File: src/sv/rau_pkg.sv
// Shared types and constants for the rational arithmetic unit.
// Holds the opcode encoding and the command and status bundles that pass
// between the controller and the datapath. Depends on nothing.
package rau_pkg;

	// Opcode encoding of the input beat.
	localparam logic [2:0] OP_ADD = 3'd0;
	localparam logic [2:0] OP_SUB = 3'd1;
	localparam logic [2:0] OP_MUL = 3'd2;
	localparam logic [2:0] OP_DIV = 3'd3;
	localparam logic [2:0] OP_CMP = 3'd4;
	localparam logic [2:0] OP_RED = 3'd5;

	// Commands from the controller to the datapath.
	typedef struct packed {
		logic load_in;   // capture the accepted input beat
		logic mul0;      // first product
		logic mul1;      // second product
		logic mul2;      // product of the denominators
		logic form;      // form the exact numerator, denominator and order
		logic gcd_init;  // load operand magnitudes into the GCD unit
		logic gcd_step;  // one binary GCD step
		logic div_init;  // load the dividers with the final divisor
		logic div_step;  // one restoring division step on both lanes
		logic load_out;  // write the output register
	} cmd_t;

	// Status from the datapath to the controller.
	typedef struct packed {
		logic is_reduce;  // captured opcode is reduce
		logic trivial;    // reduce with a zero numerator or denominator
		logic gcd_done;   // GCD operands have met
		logic div_last;   // the divider is on its final step
		logic out_free;   // output register can take a new beat
	} status_t;

endpackage

File: src/sv/rau_ctrl.sv
// Controller state machine of the rational arithmetic unit.
// Sequences the product steps, the GCD loop and the divider of the datapath.
// Depends on rau_pkg for the command and status types.
module rau_ctrl (
	input  logic              clk,
	input  logic              arst_n,
	input  logic              in_valid,
	output logic              in_ready,
	input  rau_pkg::status_t  st,
	output rau_pkg::cmd_t     cmd
);
	import rau_pkg::*;

	localparam logic [2:0] ST_IDLE = 3'd0;
	localparam logic [2:0] ST_DISP = 3'd1;
	localparam logic [2:0] ST_MUL1 = 3'd2;
	localparam logic [2:0] ST_MUL2 = 3'd3;
	localparam logic [2:0] ST_FORM = 3'd4;
	localparam logic [2:0] ST_GCD  = 3'd5;
	localparam logic [2:0] ST_DIV  = 3'd6;
	localparam logic [2:0] ST_OUT  = 3'd7;

	logic [2:0] state_q;
	logic [2:0] state_d;

	assign in_ready = (state_q == ST_IDLE);

	// Next state and command decode.
	always_comb begin
		state_d = state_q;
		cmd     = '0;
		case (state_q)
			ST_IDLE: begin
				if (in_valid) begin
					cmd.load_in = 1'b1;
					state_d     = ST_DISP;
				end
			end
			ST_DISP: begin
				if (st.is_reduce) begin
					if (st.trivial) begin
						state_d = ST_OUT;
					end else begin
						cmd.gcd_init = 1'b1;
						state_d      = ST_GCD;
					end
				end else begin
					cmd.mul0 = 1'b1;
					state_d  = ST_MUL1;
				end
			end
			ST_MUL1: begin
				cmd.mul1 = 1'b1;
				state_d  = ST_MUL2;
			end
			ST_MUL2: begin
				cmd.mul2 = 1'b1;
				state_d  = ST_FORM;
			end
			ST_FORM: begin
				cmd.form = 1'b1;
				state_d  = ST_OUT;
			end
			ST_GCD: begin
				if (st.gcd_done) begin
					cmd.div_init = 1'b1;
					state_d      = ST_DIV;
				end else begin
					cmd.gcd_step = 1'b1;
				end
			end
			ST_DIV: begin
				cmd.div_step = 1'b1;
				if (st.div_last) begin
					state_d = ST_OUT;
				end
			end
			ST_OUT: begin
				if (st.out_free) begin
					cmd.load_out = 1'b1;
					state_d      = ST_IDLE;
				end
			end
			default: begin
				state_d = ST_IDLE;
			end
		endcase
	end

	// State register.
	always_ff @(posedge clk or negedge arst_n) begin
		if (!arst_n) begin
			state_q <= ST_IDLE;
		end else begin
			state_q <= state_d;
		end
	end

endmodule

File: config.mk
export PLATFORM = sky130hd
export DESIGN_NAME = rau_ctrl
export DESIGN_NICKNAME = d
export VERILOG_FILES = /design/src/sv/rau_pkg.sv /design/src/sv/rau_ctrl.sv
export SDC_FILE = /design/constraint.sdc
export NUM_CORES = 1
export LEC_CHECK = 0
export BUFFER_PORTS_ARGS = -buffer_cell sky130_fd_sc_hd__buf_2
export CAP_MARGIN = 10
export CELL_PAD_IN_SITES_DETAIL_PLACEMENT = 2
export CELL_PAD_IN_SITES_GLOBAL_PLACEMENT = 2
export CORE_MARGIN = 2
export CORE_UTILIZATION = 19
export DETAILED_ROUTE_END_ITERATION = 10
export PLACE_DENSITY = 0.74
export RECOVER_POWER = 100
export SLEW_MARGIN = 10
export SYNTH_ARGS = -nofsm -noshare
export SYNTH_HDL_FRONTEND = slang
export SYNTH_SLANG_ARGS = --single-unit
File: constraint.sdc
create_clock -name clk -period 2 [get_ports clk]
set_clock_uncertainty 0.2 [all_clocks]
set_input_delay 0.1 -clock clk [delete_from_list [all_inputs] [get_ports clk]]
set_output_delay 0.1 -clock clk [all_outputs]
set_load 0.1 [all_outputs]
Word level (Yosys, flattened, before mapping) --
Index checks and enable logic that the tools add are counted. W data, S select, Z words.
Cells by class: equal/unequal tests 11, mux-type cells 23, reduce and logical (&&, ||, !) cells 2
Operators by type and width (number):
- $pmux W3 S8 | 1
- $mux W1 | 15
- $mux W3 | 5
- $eq A3 B3 Y1 const B | 4
- $ne A2 B2 Y1 const B | 4
- $eq A3 B2 Y1 const B | 2
- $mux W2 | 2
- $reduce_and A4 Y1 | 1
- $eq A3 B1 Y1 const B | 1
- $logic_not A3 Y1 | 1
Storage, ports and cells: register bits 3, input bits 8, output and inout bits 11, word-level logic and storage cells 37

Depth between registers and ports, before layout --
Gate-level depths: netlist of run 1.
depth in word-level cells 3, mapped depth 4, depth with buffers taken out 3

Worst setup path before layout of run 1 --
OpenSTA, ideal clock, no wires.
path type reg2out, start reg state_q[0], end out cmd[9] (netlist bit), arrival 3.570 ns, required time 1.700 ns, setup slack -1.870 ns, stages on the path, launching flop included 4, path buffers 1, cells stage by stage dfrtp_1 buf_4 nor3_1 and2_1
RTL lines:
- start, declared | line rau_ctrl.sv:23 | logic [2:0] state_q;
- start signal, assigned | line rau_ctrl.sv:95 | state_q <= state_d;
- end, declared | line rau_ctrl.sv:10 | output rau_pkg::cmd_t cmd

==> results.md, run 1 <==
- Nets: 66
- Core Region: 0.00133 mm^2
- Starting Density: 20.9%
- N_diodes: 0
- Initial antenna violation count: 0
- Die height: ~42 um
- First-pass GRT wire length: approximately 1400 um
- Slew HR: 64.1%
- Largest net degree at the start of global routing: 14
- Status: complete, but fails checks
- Placer congestion estimate: 0.691
- Actual slew at the worst max-slew pin: 0.541 ns
- Post-CTS Setup Inserts: 0
- Syn Std Cell Area: 279 um^2
- Syn avg cell area: 7.75 um^2
- Max-cap viol count: 0
- Gr ovfl total: 0
- WP data arrival: between 1.5 and 2 ns
- # DRC: 0
- Worst-Skew Late Latency: 0.23 ns
- Crit path max fanout: 9
- CTS buffer count: 3
- Cell taking the most area after synthesis: dfrtp_1
- Synth cell types: 18
- Fmax achieved: around 0.53 GHz
- Vias per Instance: roughly 4.6
- Post-route ant nets: 0
- Layout cells sized above 1: 56.1%
- Fin Hold WS: -0.0130 ns
- Worst Setup Start Kind: register
- Final worst-path setup slack: 0.101 ns
- Failing checks: hold timing
- Post-synth top cells: 7 x nor2_1, 4 x nand2b_1, 4 x nor3_1, 3 x dfrtp_1, 3 x o21ai_0
- Seq/Total Area, Yosys: a little over a quarter
- DR WL/cell: approximately 12 um
- Fill cell count: between 150 and 200
- Largest regs: state_q x3
- Final setup violating endpoints: 0
- PortBufs: 18
- Area growth, synth to finish: 72.2%
- Die Span X: between 40 and 50 um
- CTS tree: built
- Worst-path clk slew: about 0.040 ns
- DRT iter0 DRCs: 0
- WS Path Type: reg -> out
- Drt first pass iters: 1
- Root Driver: clkbuf_4
- Synth Instances: 36
- Min-Delay Path Class: in -> reg
- Max FFs per register: 3
- Total GRT Usage: 10.7%
- Final min period: about 1.9 ns
- Vias in the first global route: 335
- DP HPWL: 650 um
- IO Pins: 19
- EDFF count, synth: 0
- Clock buffer depth: 2
- Vias: 334
- Die area: 0.00179 mm^2
- Synthesized Nets: 44
- Synth top area cells: dfrtp_1 27%, nor2_1 9.4%, nand2b_1 9.0%
- Final hold vios: 2
- Final Max Tran Viols: 0
- Ys Warns: 0
- Routed wire length: 847 um
- Worst setup EP type: primary output
- Synth Register Bits: 3
- Unrepaired setup endpoints after global routing: false
- Tcrit/Tclk final: 95.0%
- Largest reg by FF count: state_q
- Place WS: 0.286 ns
- H-tree depth: 1
- Synth top area share: between 20% and 30%
- Main synth FF type: dfrtp_1
- Req. time, crit path: 1.70 ns
- Async set-or-reset flop fraction in the synthesized netlist: 100%
- Most common cell in the netlist: nor2_1
- Row cnt: 13
- TritonCTS sink count: 3
==> cell usage in the layout (no fill, tap or decap), types with 2 or more instances in the layout <==
master	n
buf_12	2
o21ai_0	3
buf_2	9
nor2_2	2
dfrtp_2	2
nand2_1	2
nor2_1	5
clkbuf_2	6
dlygate4sd3_1	2
nor3_4	3
nand2b_1	4
clkbuf_4	4
==> worst max-delay path, stage by stage, from the launching register on <==
cell	delay, ns
dfrtp_1	0.49
or3b_1	0.48
nor2_1	0.20
buf_12	0.20
==> worst paths after layout <==
kind	startpoint	end	slack [ns]	cells after the start
min in group asynchronous	arst_n	state_q[0]$_DFFE_PN0P_	0.55	3
worst max register to register	state_q[2]$_DFFE_PN0P_	state_q[1]$_DFFE_PN0P_	0.51	3
worst max-delay path	state_q[2]$_DFFE_PN0P_	cmd[8]	0.10	3
worst min-delay path	st[1]	state_q[0]$_DFFE_PN0P_	-0.01	3
max in group asynchronous	arst_n	state_q[1]$_DFFE_PN0P_	0.88	3
worst min register to register	state_q[0]$_DFFE_PN0P_	state_q[1]$_DFFE_PN0P_	0.46	1
==> per-layer routing <==
layer	global-route usage, %	up-vias	wire (um)
met5	0	-	0
met4	7.50	0	17
met3	1.72	2	50
met2	17.2	14	414
met1	12.7	154	365
li1	-	164	-
==> stage by stage <==
stage / utilization, % / cell area [um^2] / TNS (ns) / hold WS (ns) / std cells
6_report: 36.0 / 480 / 0 / -0.0130 / 72
5_1_grt: 36.0 / 480 / 0 / 0.0155 / 72
4_1_cts: 37.3 / 498 / 0 / 0.0000946 / 72
3_5_place_dp: 33.9 / 452 / 0 / -0.304 / 66
3_3_place_gp: 33.9 / 452 / 0 / -0.304 / 66
2_1_floorplan: - / 324 / -0.731 / -0.396 / 36
==> area by class of cell <==
| type | count | area [um^2] | share of cell area (%) |
|---|---|---|---|
| clock buffer | 4 | 26.3 | 5.47 |
| inverter | 1 | 3.75 | 0.781 |
| multi-input combinational | 29 | 211 | 44.0 |
| sequential | 3 | 77.6 | 16.1 |
| tap | 15 | 18.8 | 3.91 |
| timing repair buffer | 20 | 143 | 29.7 |
==> logic make-up (layout without fill, tap and decap cells) <==
kind of cell	count (synthesis)	count (layout)	synth area share (%)
and+or+nand+nor	21	21	41.7
AOI/OAI and AO/OA	8	8	20.6
buffers and inverters	4	25	10.8
DFF	3	3	26.9
==> repair_timing <==
item / CTS / global route
hold endpoints to repair: 3 / 0
gates resized for setup: 0 / 3
hold buffers: 2 / 0
setup endpoints to repair: 0 / 6
Power of run 1 is left out: the tool's default activity adds up to more than one toggle a clock period on the data nets, which glitch-free logic cannot reach.
==> inputs of run 2 (changes only) <==
- REMOVE_ABC_BUFFERS: not set -> 1
- SETUP_SLACK_MARGIN: not set -> 0.15
==> run 2 against run 1 <==
Compared with the run above: the run now ends clean; register-to-register slack better by 0.07 ns; first-iteration DRC count up 1; worst hold slack better by 0.047 ns; non-clock buffer count grew 3; cell count grew 4.2%.
==> results.md, run 2 (synthesis gave the netlist of run 1 again) <==
- Most frequent cells in the layout: 8 x clkbuf_2, 7 x buf_2, 5 x nor2_1, 5 x clkbuf_4
- Largest net degree at the start of global routing: 14
- Clock buffer depth: 2
- Vias: 339
- Max FFs per register: 3
- Placer congestion estimate: 0.733
- First-pass GRT wire length: 1620 um
- WS Path Type: reg -> out
- Layout cells sized above 1: 53.3%
- Crit path max fanout: 13
- Setup TNS: 0 ns
- Placed cell area: 392 um^2
- Post-route ant nets: 0
- Req. time, crit path: roughly 1.7 ns
- CP peak stage delay: 0.48 ns
- Max-cap viol count: 0
- Worst Setup Start Kind: register
- Routed wire length: 1060 um
- Total GRT Usage: 12.4%
- Place WS: 0.341 ns
- Gr ovfl total: 0
- CTS tree: built
- Slew HR: between 60% and 70%
- H-tree depth: 1
- Final worst-path setup slack: 0.149 ns
- Core Region: 0.00133 mm^2
- Fmax achieved: 0.540 GHz
- Unrepaired setup endpoints after global routing: false
- Vias in the first global route: 358
- CTS buffer count: 3
- Die area: between 0.0015 and 0.002 mm^2
- N_diodes: 0
- PortBufs: 18
- Final min period: 1.85 ns
- Cell with the largest stage delay on the worst path: dfrtp_2
- WP data arrival: 1.55 ns
- Worst path cell trace: or3b_4 -> nor2_2 -> clkbuf_4
- Final setup violating endpoints: 0
- Worst-path clk slew: around 0.040 ns
- DR WL/cell: approximately 14 um
- Nets: 69
- Largest regs: state_q x3
- Starting Density: 20.9%
- Die Span X: 42.3 um
- Design area: 462 um^2
- Row cnt: 13
- Largest reg by FF count: state_q
- Min-Delay Path Class: in -> reg
- IO Pins: 19
- Final Max Tran Viols: 0
- Initial antenna violation count: 0
- Status: finished clean
- Root Driver: clkbuf_4
- DP HPWL: roughly 670 um
- Final Util: 34.6%
- Commonest non-fill, non-tap cell in the layout: clkbuf_2
- Vias per Instance: 4.52
- Worst setup EP type: primary output
- DRT iter0 DRCs: 1
- Worst-Skew Late Latency: 0.24 ns
- Final hold vios: 0
- Area growth, synth to finish: 65.5%
- Die height: 42.3 um
- Drt first pass iters: 2
- Tcrit/Tclk final: 92.6%
- Actual slew at the worst max-slew pin: 0.551 ns
- # DRC: 0
- TritonCTS sink count: 3
==> run 2: changes by cell type in the layout (fill, tap and decap cells not counted), moves of 2 or more <==
cell,change
buf_4,+2
clkbuf_2,+2
buf_2,-2
nor3_4,-3
nor3_1,+3
==> run 2: cell type report <==
| type | instances | area [um^2] |
|---|---|---|
| fillers | 169 | 872 |
| repair buffers | 23 | 155 |
| inverters | 1 | 3.75 |
| multi-input cells | 29 | 179 |
| clock buffers | 4 | 26.3 |
| flip-flops and latches | 3 | 78.8 |
| well taps | 15 | 18.8 |
==> run 2: critical path, delay by kind of cell (launching register included) <==
family / cells / cell delay (ns)
and+or+nand+nor: 2 / 0.50
DFF: 1 / 0.48
buffers and inverters: 1 / 0.33
==> run 2: final timing paths <==
path | start | end | slack (ns) | cells after the start
worst min register to register | state_q[2]$_DFFE_PN0P_ | state_q[0]$_DFFE_PN0P_ | 0.49 | 2
worst max register to register | state_q[1]$_DFFE_PN0P_ | state_q[1]$_DFFE_PN0P_ | 0.58 | 3
worst max-delay path | state_q[1]$_DFFE_PN0P_ | cmd[8] | 0.15 | 3
min in group asynchronous | arst_n | state_q[1]$_DFFE_PN0P_ | 0.57 | 3
worst min-delay path | st[1] | state_q[0]$_DFFE_PN0P_ | 0.03 | 3
max in group asynchronous | arst_n | state_q[2]$_DFFE_PN0P_ | 0.85 | 3
==> run 2: per-stage QoR <==
step / hold slack, ns / std cells
final: 0.0339 / 75
after global routing: 0.111 / 75
after CTS: 0.0402 / 73
after detailed placement: -0.299 / 66
after global placement: -0.306 / 66
after floorplan: -0.396 / 33
==> run 2: metal layers <==
layer | vias to the layer above | wire length, um | global-route usage [%]
met5 | - | 0 | 0
met2 | 10 | 552 | 18.5
met1 | 159 | 463 | 15.2
met3 | 0 | 42 | 1.72
met4 | 0 | 0 | 11.3
li1 | 170 | - | -
==> run 2: timing repair <==
action / in CTS / in global routing
setup endpoints to repair: 4 / 4
endpoints found under the hold margin: 4 / 0
hold buffers: 3 / 0
setup buffers: 0 / 2
gates resized for setup: 3 / 4
pin swaps: 0 / 0
gates cloned: 0 / 0
Power of run 2 is left out for the same reason.
