<file path="src/sv/rau_pkg.sv">
// Shared types and constants for the rational arithmetic unit.
// Holds the opcode encoding and the command and status bundles that pass
// between the controller and the datapath. Depends on nothing.
package rau_pkg;

	// Opcode encoding of the input beat.
	localparam logic [2:0] OP_ADD = 3'd0;
	localparam logic [2:0] OP_SUB = 3'd1;
	localparam logic [2:0] OP_MUL = 3'd2;
	localparam logic [2:0] OP_DIV = 3'd3;
	localparam logic [2:0] OP_CMP = 3'd4;
	localparam logic [2:0] OP_RED = 3'd5;

	// Commands from the controller to the datapath.
	typedef struct packed {
		logic load_in;   // capture the accepted input beat
		logic mul0;      // first product
		logic mul1;      // second product
		logic mul2;      // product of the denominators
		logic form;      // form the exact numerator, denominator and order
		logic gcd_init;  // load operand magnitudes into the GCD unit
		logic gcd_step;  // one binary GCD step
		logic div_init;  // load the dividers with the final divisor
		logic div_step;  // one restoring division step on both lanes
		logic load_out;  // write the output register
	} cmd_t;

	// Status from the datapath to the controller.
	typedef struct packed {
		logic is_reduce;  // captured opcode is reduce
		logic trivial;    // reduce with a zero numerator or denominator
		logic gcd_done;   // GCD operands have met
		logic div_last;   // the divider is on its final step
		logic out_free;   // output register can take a new beat
	} status_t;

endpackage

</file>
<file path="src/sv/rau_dp.sv">
// Datapath of the rational arithmetic unit: operand registers, one shared
// signed multiplier, the binary GCD unit, two restoring divider lanes and
// the output register. Depends on rau_pkg.
module rau_dp #(
	parameter int WORD_WIDTH = 32
) (
	input  logic                clk,
	input  logic                arst_n,
	input  rau_pkg::cmd_t       cmd,
	output rau_pkg::status_t    st,
	input  logic [2:0]          opcode,
	input  logic signed [31:0]  a_num,
	input  logic signed [31:0]  a_den,
	input  logic signed [31:0]  b_num,
	input  logic signed [31:0]  b_den,
	output logic                out_valid,
	input  logic                out_ready,
	output logic signed [31:0]  res_num,
	output logic signed [31:0]  res_den,
	output logic                is_less,
	output logic                is_greater,
	output logic                is_equal,
	output logic                zero_divisor,
	output logic                overflow
);
	import rau_pkg::*;

	localparam int W  = WORD_WIDTH;
	localparam int PW = 2 * WORD_WIDTH;
	localparam int KW = $clog2(WORD_WIDTH);

	// Captured operands, reduced to the word width.
	logic [2:0]          op_q;
	logic signed [W-1:0] an_q, ad_q, bn_q, bd_q;

	always_ff @(posedge clk) begin
		if (cmd.load_in) begin
			op_q <= opcode;
			an_q <= a_num[W-1:0];
			ad_q <= a_den[W-1:0];
			bn_q <= b_num[W-1:0];
			bd_q <= b_den[W-1:0];
		end
	end

	// Shared multiplier; the operand pair follows the product step.
	logic signed [W-1:0]  mul_x, mul_y;
	logic signed [PW-1:0] mul_p;
	logic signed [PW-1:0] p_q, q_q, d_q;

	always_comb begin
		mul_x = ad_q;
		mul_y = bd_q;
		if (cmd.mul0) begin
			mul_x = an_q;
			mul_y = (op_q == OP_MUL) ? bn_q : bd_q;
		end else if (cmd.mul1) begin
			mul_x = ad_q;
			mul_y = (op_q == OP_MUL) ? bd_q : bn_q;
		end
	end

	assign mul_p = PW'(mul_x) * PW'(mul_y);

	always_ff @(posedge clk) begin
		if (cmd.mul0) begin
			p_q <= mul_p;
		end
		if (cmd.mul1) begin
			q_q <= mul_p;
		end
		if (cmd.mul2) begin
			d_q <= mul_p;
		end
	end

	// Exact numerator and denominator, and the order of the cross products.
	logic signed [PW:0]   p_ext, q_ext;
	logic signed [PW:0]   rn_q;
	logic signed [PW-1:0] rd_q;
	logic                 lt_q, gt_q;

	assign p_ext = (PW+1)'(p_q);
	assign q_ext = (PW+1)'(q_q);

	always_ff @(posedge clk) begin
		if (cmd.form) begin
			case (op_q)
				OP_ADD:  rn_q <= p_ext + q_ext;
				OP_SUB:  rn_q <= p_ext - q_ext;
				default: rn_q <= p_ext;
			endcase
			rd_q <= (op_q inside {OP_ADD, OP_SUB}) ? d_q : q_q;
			lt_q <= (p_q < q_q);
			gt_q <= (p_q > q_q);
		end
	end

	// Binary GCD on the magnitudes of the first fraction.
	logic [W-1:0]  gx_q, gy_q;
	logic [KW-1:0] gk_q;
	logic [W-1:0]  an_mag, ad_mag;

	assign an_mag = an_q[W-1] ? W'(-an_q) : W'(an_q);
	assign ad_mag = ad_q[W-1] ? W'(-ad_q) : W'(ad_q);

	always_ff @(posedge clk) begin
		if (cmd.gcd_init) begin
			gx_q <= an_mag;
			gy_q <= ad_mag;
			gk_q <= '0;
		end else if (cmd.gcd_step) begin
			if (!gx_q[0] && !gy_q[0]) begin
				gx_q <= gx_q >> 1;
				gy_q <= gy_q >> 1;
				gk_q <= gk_q + 1'b1;
			end else if (!gx_q[0]) begin
				gx_q <= gx_q >> 1;
			end else if (!gy_q[0]) begin
				gy_q <= gy_q >> 1;
			end else if (gx_q > gy_q) begin
				gx_q <= (gx_q - gy_q) >> 1;
			end else begin
				gy_q <= (gy_q - gx_q) >> 1;
			end
		end
	end

	// Two restoring divider lanes sharing one divisor, one bit a cycle.
	logic [W-1:0]  dvs_q;
	logic [W-1:0]  rem_n_q, quo_n_q, rem_d_q, quo_d_q;
	logic [KW-1:0] div_cnt_q;
	logic [W:0]    sh_n, sh_d, dif_n, dif_d;

	assign sh_n  = {rem_n_q, quo_n_q[W-1]};
	assign sh_d  = {rem_d_q, quo_d_q[W-1]};
	assign dif_n = sh_n - {1'b0, dvs_q};
	assign dif_d = sh_d - {1'b0, dvs_q};

	always_ff @(posedge clk) begin
		if (cmd.div_init) begin
			dvs_q     <= gx_q << gk_q;
			rem_n_q   <= '0;
			rem_d_q   <= '0;
			quo_n_q   <= an_mag;
			quo_d_q   <= ad_mag;
			div_cnt_q <= '0;
		end else if (cmd.div_step) begin
			div_cnt_q <= div_cnt_q + 1'b1;
			if (!dif_n[W]) begin
				rem_n_q <= dif_n[W-1:0];
				quo_n_q <= {quo_n_q[W-2:0], 1'b1};
			end else begin
				rem_n_q <= sh_n[W-1:0];
				quo_n_q <= {quo_n_q[W-2:0], 1'b0};
			end
			if (!dif_d[W]) begin
				rem_d_q <= dif_d[W-1:0];
				quo_d_q <= {quo_d_q[W-2:0], 1'b1};
			end else begin
				rem_d_q <= sh_d[W-1:0];
				quo_d_q <= {quo_d_q[W-2:0], 1'b0};
			end
		end
	end

	// Result selection for the output register.
	logic signed [W-1:0] red_n, red_d;
	logic signed [W-1:0] sel_n, sel_d;
	logic                sel_lt, sel_gt, sel_eq, sel_zd, sel_ov;
	logic                fit_n, fit_d;

	assign red_n = an_q[W-1] ? -$signed(quo_n_q) : $signed(quo_n_q);
	assign red_d = ad_q[W-1] ? -$signed(quo_d_q) : $signed(quo_d_q);
	assign fit_n = (rn_q[PW:W-1] == '0) || (rn_q[PW:W-1] == '1);
	assign fit_d = (rd_q[PW-1:W-1] == '0) || (rd_q[PW-1:W-1] == '1);

	always_comb begin
		sel_n  = '0;
		sel_d  = '0;
		sel_lt = 1'b0;
		sel_gt = 1'b0;
		sel_eq = 1'b0;
		sel_zd = 1'b0;
		sel_ov = 1'b0;
		case (op_q)
			OP_ADD, OP_SUB, OP_MUL: begin
				sel_n  = rn_q[W-1:0];
				sel_d  = rd_q[W-1:0];
				sel_ov = !(fit_n && fit_d);
			end
			OP_DIV: begin
				if (bn_q == '0) begin
					sel_zd = 1'b1;
				end else begin
					sel_n  = rn_q[W-1:0];
					sel_d  = rd_q[W-1:0];
					sel_ov = !(fit_n && fit_d);
				end
			end
			OP_CMP: begin
				sel_n  = rn_q[W-1:0];
				sel_d  = rd_q[W-1:0];
				sel_ov = !(fit_n && fit_d);
				sel_lt = lt_q;
				sel_gt = gt_q;
				sel_eq = (an_q == bn_q) && (ad_q == bd_q);
			end
			OP_RED: begin
				if (st.trivial) begin
					sel_n = an_q;
					sel_d = ad_q;
				end else begin
					sel_n = red_n;
					sel_d = red_d;
				end
			end
			default: begin
				sel_n = '0;
			end
		endcase
	end

	// Output register: holds a finished beat until it is taken.
	logic out_valid_q;

	always_ff @(posedge clk or negedge arst_n) begin
		if (!arst_n) begin
			out_valid_q <= 1'b0;
		end else if (cmd.load_out) begin
			out_valid_q <= 1'b1;
		end else if (out_ready) begin
			out_valid_q <= 1'b0;
		end
	end

	always_ff @(posedge clk) begin
		if (cmd.load_out) begin
			res_num      <= 32'(sel_n);
			res_den      <= 32'(sel_d);
			is_less      <= sel_lt;
			is_greater   <= sel_gt;
			is_equal     <= sel_eq;
			zero_divisor <= sel_zd;
			overflow     <= sel_ov;
		end
	end

	assign out_valid = out_valid_q;

	// Status back to the controller.
	assign st.is_reduce = (op_q == OP_RED);
	assign st.trivial   = (an_q == '0) || (ad_q == '0);
	assign st.gcd_done  = (gx_q == gy_q);
	assign st.div_last  = (div_cnt_q == KW'(W - 1));
	assign st.out_free  = !out_valid_q || out_ready;

endmodule

</file>
<file path="config.mk">
export PLATFORM = sky130hd
export DESIGN_NAME = rau_dp
export DESIGN_NICKNAME = d
export VERILOG_FILES = /design/src/sv/rau_pkg.sv /design/src/sv/rau_dp.sv
export SDC_FILE = /design/constraint.sdc
export NUM_CORES = 2
export LEC_CHECK = 0
export BUFFER_PORTS_ARGS = -buffer_cell sky130_fd_sc_hd__buf_2
export CAP_MARGIN = 10
export CORE_ASPECT_RATIO = 1.2
export CORE_MARGIN = 2
export CORE_UTILIZATION = 60
export CTS_BUF_LIST = sky130_fd_sc_hd__clkbuf_4
export DETAILED_ROUTE_END_ITERATION = 10
export PLACE_DENSITY = 0.77
export SLEW_MARGIN = 10
export SYNTH_ARGS = -nofsm -noshare
export SYNTH_HDL_FRONTEND = slang
export SYNTH_SLANG_ARGS = --single-unit
</file>
<file path="constraint.sdc">
create_clock -name clk -period 13.38 [get_ports clk]
set_clock_uncertainty 0.1 [all_clocks]
set_input_delay 2.007 -clock clk [delete_from_list [all_inputs] [get_ports clk]]
set_output_delay 2.007 -clock clk [all_outputs]
set_load 0.02 [all_outputs]
</file>
Word level (Yosys, flattened, before mapping)
Index checks and enable logic that the tools add are counted.
- multiplexer cells: 42
- equality and inequality tests: 14
- $lt $le $gt $ge: 3
- reductions and logical operators: 27
- multiply operators: 1
- $add $sub $neg: 12
- shift-type cells: 1
- operators by type and width (cell ; number):
    32-bit two-way mux ; 31
    32-bit case mux with 3 select lines ; 2
    65-bit case mux with 2 select lines ; 1
    32-bit negator ; 4
    32-bit == test ; 3
    32-bit logical NOT ; 3
    33-bit by 32-bit subtractor with 33-bit output ; 2
    64-bit by 64-bit adder with 65-bit output ; 1
    64-bit by 64-bit subtractor with 65-bit output ; 1
    64-bit > comparator ; 1
    64-bit < comparator ; 1
    32-bit by 32-bit multiplier with 64-bit output ; 1
    64-bit two-way mux ; 1
    32-bit subtractor ; 2
    34-bit == test (second input constant) ; 1
    34-bit logical NOT ; 1
    33-bit == test (second input constant) ; 1
    33-bit logical NOT ; 1
    32-bit > comparator ; 1
    32-bit by 5-bit << shifter with 32-bit output ; 1
    5-bit by 1-bit adder with 5-bit output (second input constant) ; 2
    4-bit by 2-bit inequality test with 1-bit output (second input constant) ; 2
    2-bit nonzero test ; 4
    3-bit by 2-bit == test with 1-bit output (second input constant) ; 2
    other kinds (14) ; 30
- output and inout port bits: 75
- bits in registers: 758
- word-level logic and storage cells: 131
- input bits: 144

Logic depth before layout (Yosys ltp)
- depth in word-level cells: 7
- depth in mapped cells: 35
- mapped depth without buffers: 31

Least setup slack after synthesis
OpenSTA, ideal clock, no wires.
- kind: input port to flip-flop
- start: in cmd[8] (netlist name)
- end: reg d_q[63], data pin
- data arrival time: 10.502 ns
- path buffers: 4
- setup time: 0.280 ns
- data required time: 13.000 ns
- slack: 2.498 ns
- stages on the path: 29
- path through: clkbuf_1 -> nor3b_1 -> a21oi_1 -> clkbuf_1 -> mux2i_1 -> clkbuf_1 -> nor2_1 -> fa_1 -> fa_1 -> fa_1 -> inv_1 -> fa_1 -> inv_1 -> fa_1 -> fa_1 -> fa_1 -> fa_1 -> ha_1 -> clkbuf_1 -> nand2_1 -> nor4_1 -> a21boi_0 -> o21ai_0 -> a41oi_1 -> a221oi_1 -> o21a_1 -> o21ai_0 -> mux2i_1 -> nand4_1
- word-level cells in the longest chain between the ends: 2
- elaborated cells on any way between the ends: 3
- classes of those cells: mul (1); mux (2)
- RTL lines (item ; RTL line ; RTL):
    start, declared ; rau_dp.sv:9 ; input rau_pkg::cmd_t cmd,
    32-bit two-way mux ; rau_dp.sv:54 ; if (cmd.mul0) begin
    32-bit by 32-bit multiplier with 64-bit output (*) ; rau_dp.sv:63 ; assign mul_p = PW'(mul_x) * PW'(mul_y);
    via mul_p[63] ; rau_dp.sv:48 ; logic signed [PW-1:0] mul_p;
    end signal, assigned ; rau_dp.sv:73 ; d_q <= mul_p;
    end, declared ; rau_dp.sv:49 ; logic signed [PW-1:0] p_q, q_q, d_q;
Mark *: on every way through the listed nets, which the timed path passes. The rest lies on a longest branch.
A chain may end at the register's enable or synchronous reset.

Worst setup path in the final report
- start: reg op_q[1]
- end: reg q_q[58], data pin
- word-level cells in the longest chain between the ends: 5
- elaborated cells on any way between the ends: 6
- classes of those cells: mul (1); eq/ne (1); mux (4)
- RTL lines (item ; RTL line ; RTL):
    start, declared ; rau_dp.sv:33 ; logic [2:0] op_q;
    start signal, assigned ; rau_dp.sv:38 ; op_q <= opcode;
    3-bit by 2-bit == test with 1-bit output (*) ; rau_dp.sv:56, rau_dp.sv:59 ;
    32-bit two-way mux ; rau_dp.sv:59 ; mul_y = (op_q == OP_MUL) ? bd_q : bn_q;
    32-bit two-way mux ; rau_dp.sv:57 ; end else if (cmd.mul1) begin
    32-bit two-way mux (*) ; rau_dp.sv:54 ;
    32-bit by 32-bit multiplier with 64-bit output (*) ; rau_dp.sv:63 ;
    via mul_p[58] ; rau_dp.sv:48 ;
    end signal, assigned ; rau_dp.sv:70 ; q_q <= mul_p;
    end, declared ; rau_dp.sv:49 ;
Marks and branches as above.

==> impl_results.md <==
- Status: finished clean
- Boundary Pins: ~220
- Die ar.: approximately 140000 um2
- Slowest CP cell: mux2_2
- DR pass1 iterations: 8
- Max cap viols: 0
- Pin count of the biggest net entering global routing: between 80 and 90
- Unrepaired setup endpoints after global routing: false
- FMAX: ~0.080 GHz
- Critical path startpoint category: register
- Final setup viols: 0
- Clk sink count: about 760
- Seq/Total Area, Yosys: a little over a quarter
- Grt total ovfl: 0
- CP required: between 10 and 15 ns
- Crit path kind: reg2reg
- Syn avg cell area: around 9.4 um2
- CTS resizes: 0
- Via count: ~71000
- Root Buffer: clkbuf_4
- DIE HEIGHT: 413 um
- Async SR Flop Fraction: less than 1%
- Distinct cells, synth: 85
- Post-synth EDFFs: 683
- Vias in the first global route: ~72000
- Hold Crit Class: in2async
- Crit share post-route: 93.2%
- Fin nets: roughly 11000
- TritonCTS clock tree: built
- Initial DRC count: roughly 8200
- WL/cell: ~30 um
- HPWL Detailed: 258000 um
- Drt drc: 0
- P&R area growth vs syn: 6.91%
- Clock latency on the worst-skew pair: between 1 and 1.5 ns
- Yosys reg bits: roughly 760
- Max-slew violations: 0
- Final Hold Vio Count: 0
- YS warnings: 0
- Worst path max stage delay: around 0.94 ns
- Antenna-violating nets left: 0
- Setup bufs post-CTS: 0
- CTS buffer count: just under 200
- Crit path time final: 12.47 ns
- Die width: between 300 and 400 um
- Starting Density: roughly three fifths
- Setup tns final: 0 ns
- Reg clk slew, reported paths: approximately 0.070 ns
- Worst-path maximum fanout: 32
- Mapped Cells: roughly 8900
- Crit end category: register
- Clock buffer depth: 3
- First-pass GRT wire length: ~470000 um
- Reg2Reg Setup Slack: just over 0.9 ns
- Layout cells sized above 1: under 10%
- Slew HR: 19.5%
- Worst-Margin Slew: approximately 1.2 ns
- WL final: approximately 330000 um
- Port Buffers: 218
- Synthesized area: about 84000 um2
- Htree depth: 4
- Ys flop type: edfxtp_1
- Cell mode on critical path: fa_1
- Site row count: 150
- Core area: roughly 140000 um2
- Post-CTS Hold Buffers: 0
- GP Congestion: around 1.1
- Critical path data arrival time: approximately 13 ns
- Vias per cell: ~6.4
- Syn_nets: 10600
- GRT Util Overall: between 40% and 50%
- Initial antenna violation count: 35
## synth_stat cells (76+ instances only)
cell / instances / area, um2
nand2_1: 947 / 3550
nor2_1: 965 / 3620
mux2_2: 82 / 923
mux2i_1: 148 / 1480
a21oi_1: 530 / 2650
edfxtp_1: 683 / 20500
inv_1: 1289 / 4840
fa_1: 1088 / 21800
xnor2_1: 214 / 1870
nand3_1: 84 / 420
o21ai_0: 404 / 2020
nor3_1: 91 / 455
ha_1: 449 / 5620
a211oi_1: 88 / 661
nor4_1: 76 / 475
clkbuf_1: 418 / 1570
a21o_1: 125 / 938
xor2_1: 198 / 1730
## worst max-delay path, delay by kind of cell (launching register included)
family / cells / cell delay [ns]
fa+ha+maj: 9 / 4.47
compound gates: 6 / 3.24
simple gates: 9 / 2.57
mux: 1 / 0.94
flops: 1 / 0.66
buf+inv: 3 / 0.16
## cells in the final DEF (no fill, tap or decap), drive strengths merged, types with 37 or more instances in the layout
master  netlist  routed
a211oi       88      88
a21o        125     125
a21oi       530     530
a221oi       42      42
and3         37      37
buf          55     391
clkbuf      418     268
clkinv        3      80
dfxtp        74      74
edfxtp      683     683
fa         1088    1088
ha          449     449
inv        1289    1297
mux2         86      86
mux2i       148     148
nand2       947     947
nand2b       51      51
nand3        84      84
nand4        75      75
nor2        965     965
nor2b        45      45
nor3         91      91
nor4         77      77
o21a         41      41
o21ai       469     469
o21bai       60      60
o31ai        66      66
xnor2       214     214
xor2        198     198
## through the flow
stage | cell area (um2) | std cells | utilization (%) | setup WS, ns | hold WS [ns]
CTS | 89300 | 11000 | 64.3 | 1.44 | 0.292
global route | 89400 | 11000 | 64.3 | 0.896 | 0.312
floorplan | 83600 | 8906 | - | 2.50 | 0.350
detailed placement | 86700 | 10600 | 62.4 | 0.359 | 0.381
global placement | 86700 | 10600 | 62.4 | 0.532 | 0.373
finish | 89400 | 11000 | 64.4 | 0.912 | 0.351
## final cells by class
type,instances,area [um2]
Sequential cell,758,22000
Clock buffer,268,2010
Antenna cell,28,70.1
Tap cell,1824,2280
Clock inverter,94,643
Multi-Input combinational cell,6383,55100
Timing Repair Buffer,391,2430
Inverter,1292,4850
Fill cell,11700,49500
## state kept, by name, indices dropped and copies added, names as in the netlist, 3 cells and up
register and cells:
an_q 32, d_q 64, op_q 3, quo_n_q 32, p_q 64, res_num 32
rd_q 64, gx_q 32, rem_n_q 32, ad_q 32, rn_q 65, gy_q 32
gk_q 5, bn_q 32, res_den 32, quo_d_q 32, q_q 64, rem_d_q 32
dvs_q 32, bd_q 32, div_cnt_q 5
## per-layer routing
metal / part of all wire [%] / wire length (um) / global-route usage (%)
met5: 0.066 / 216 / 0
met4: 12 / 40400 / 44.8
met3: 11 / 35700 / 13.2
met2: 45 / 148000 / 72.8
met1: 32 / 106000 / 51.2
## kinds of logic after synthesis
logic type | count (synthesis) | synth area share [%]
and+or+nand+nor | 2525 | 13.1
AOI/OAI and AO/OA | 1662 | 12.2
buffers and inverters | 1765 | 8.06
DFF | 758 | 26.3
adders and majority gates | 1537 | 32.8
xor gates and xnor gates | 412 | 4.31
muxes | 247 | 3.28
## final timing paths
check,startpoint,endpoint,cells past startpoint
max in group asynchronous,arst_n,out_valid,1
max,op_q[1],q_q[58],28
min,arst_n,out_valid,1
max reg2reg,op_q[1],q_q[58],28
min reg2reg,rem_d_q[2],rem_d_q[2],2
min in group clk,rem_d_q[2],rem_d_q[2],2
Power is left out: the tool's default activity adds up to more than one toggle a clock period on the data nets, which glitch-free logic cannot reach.
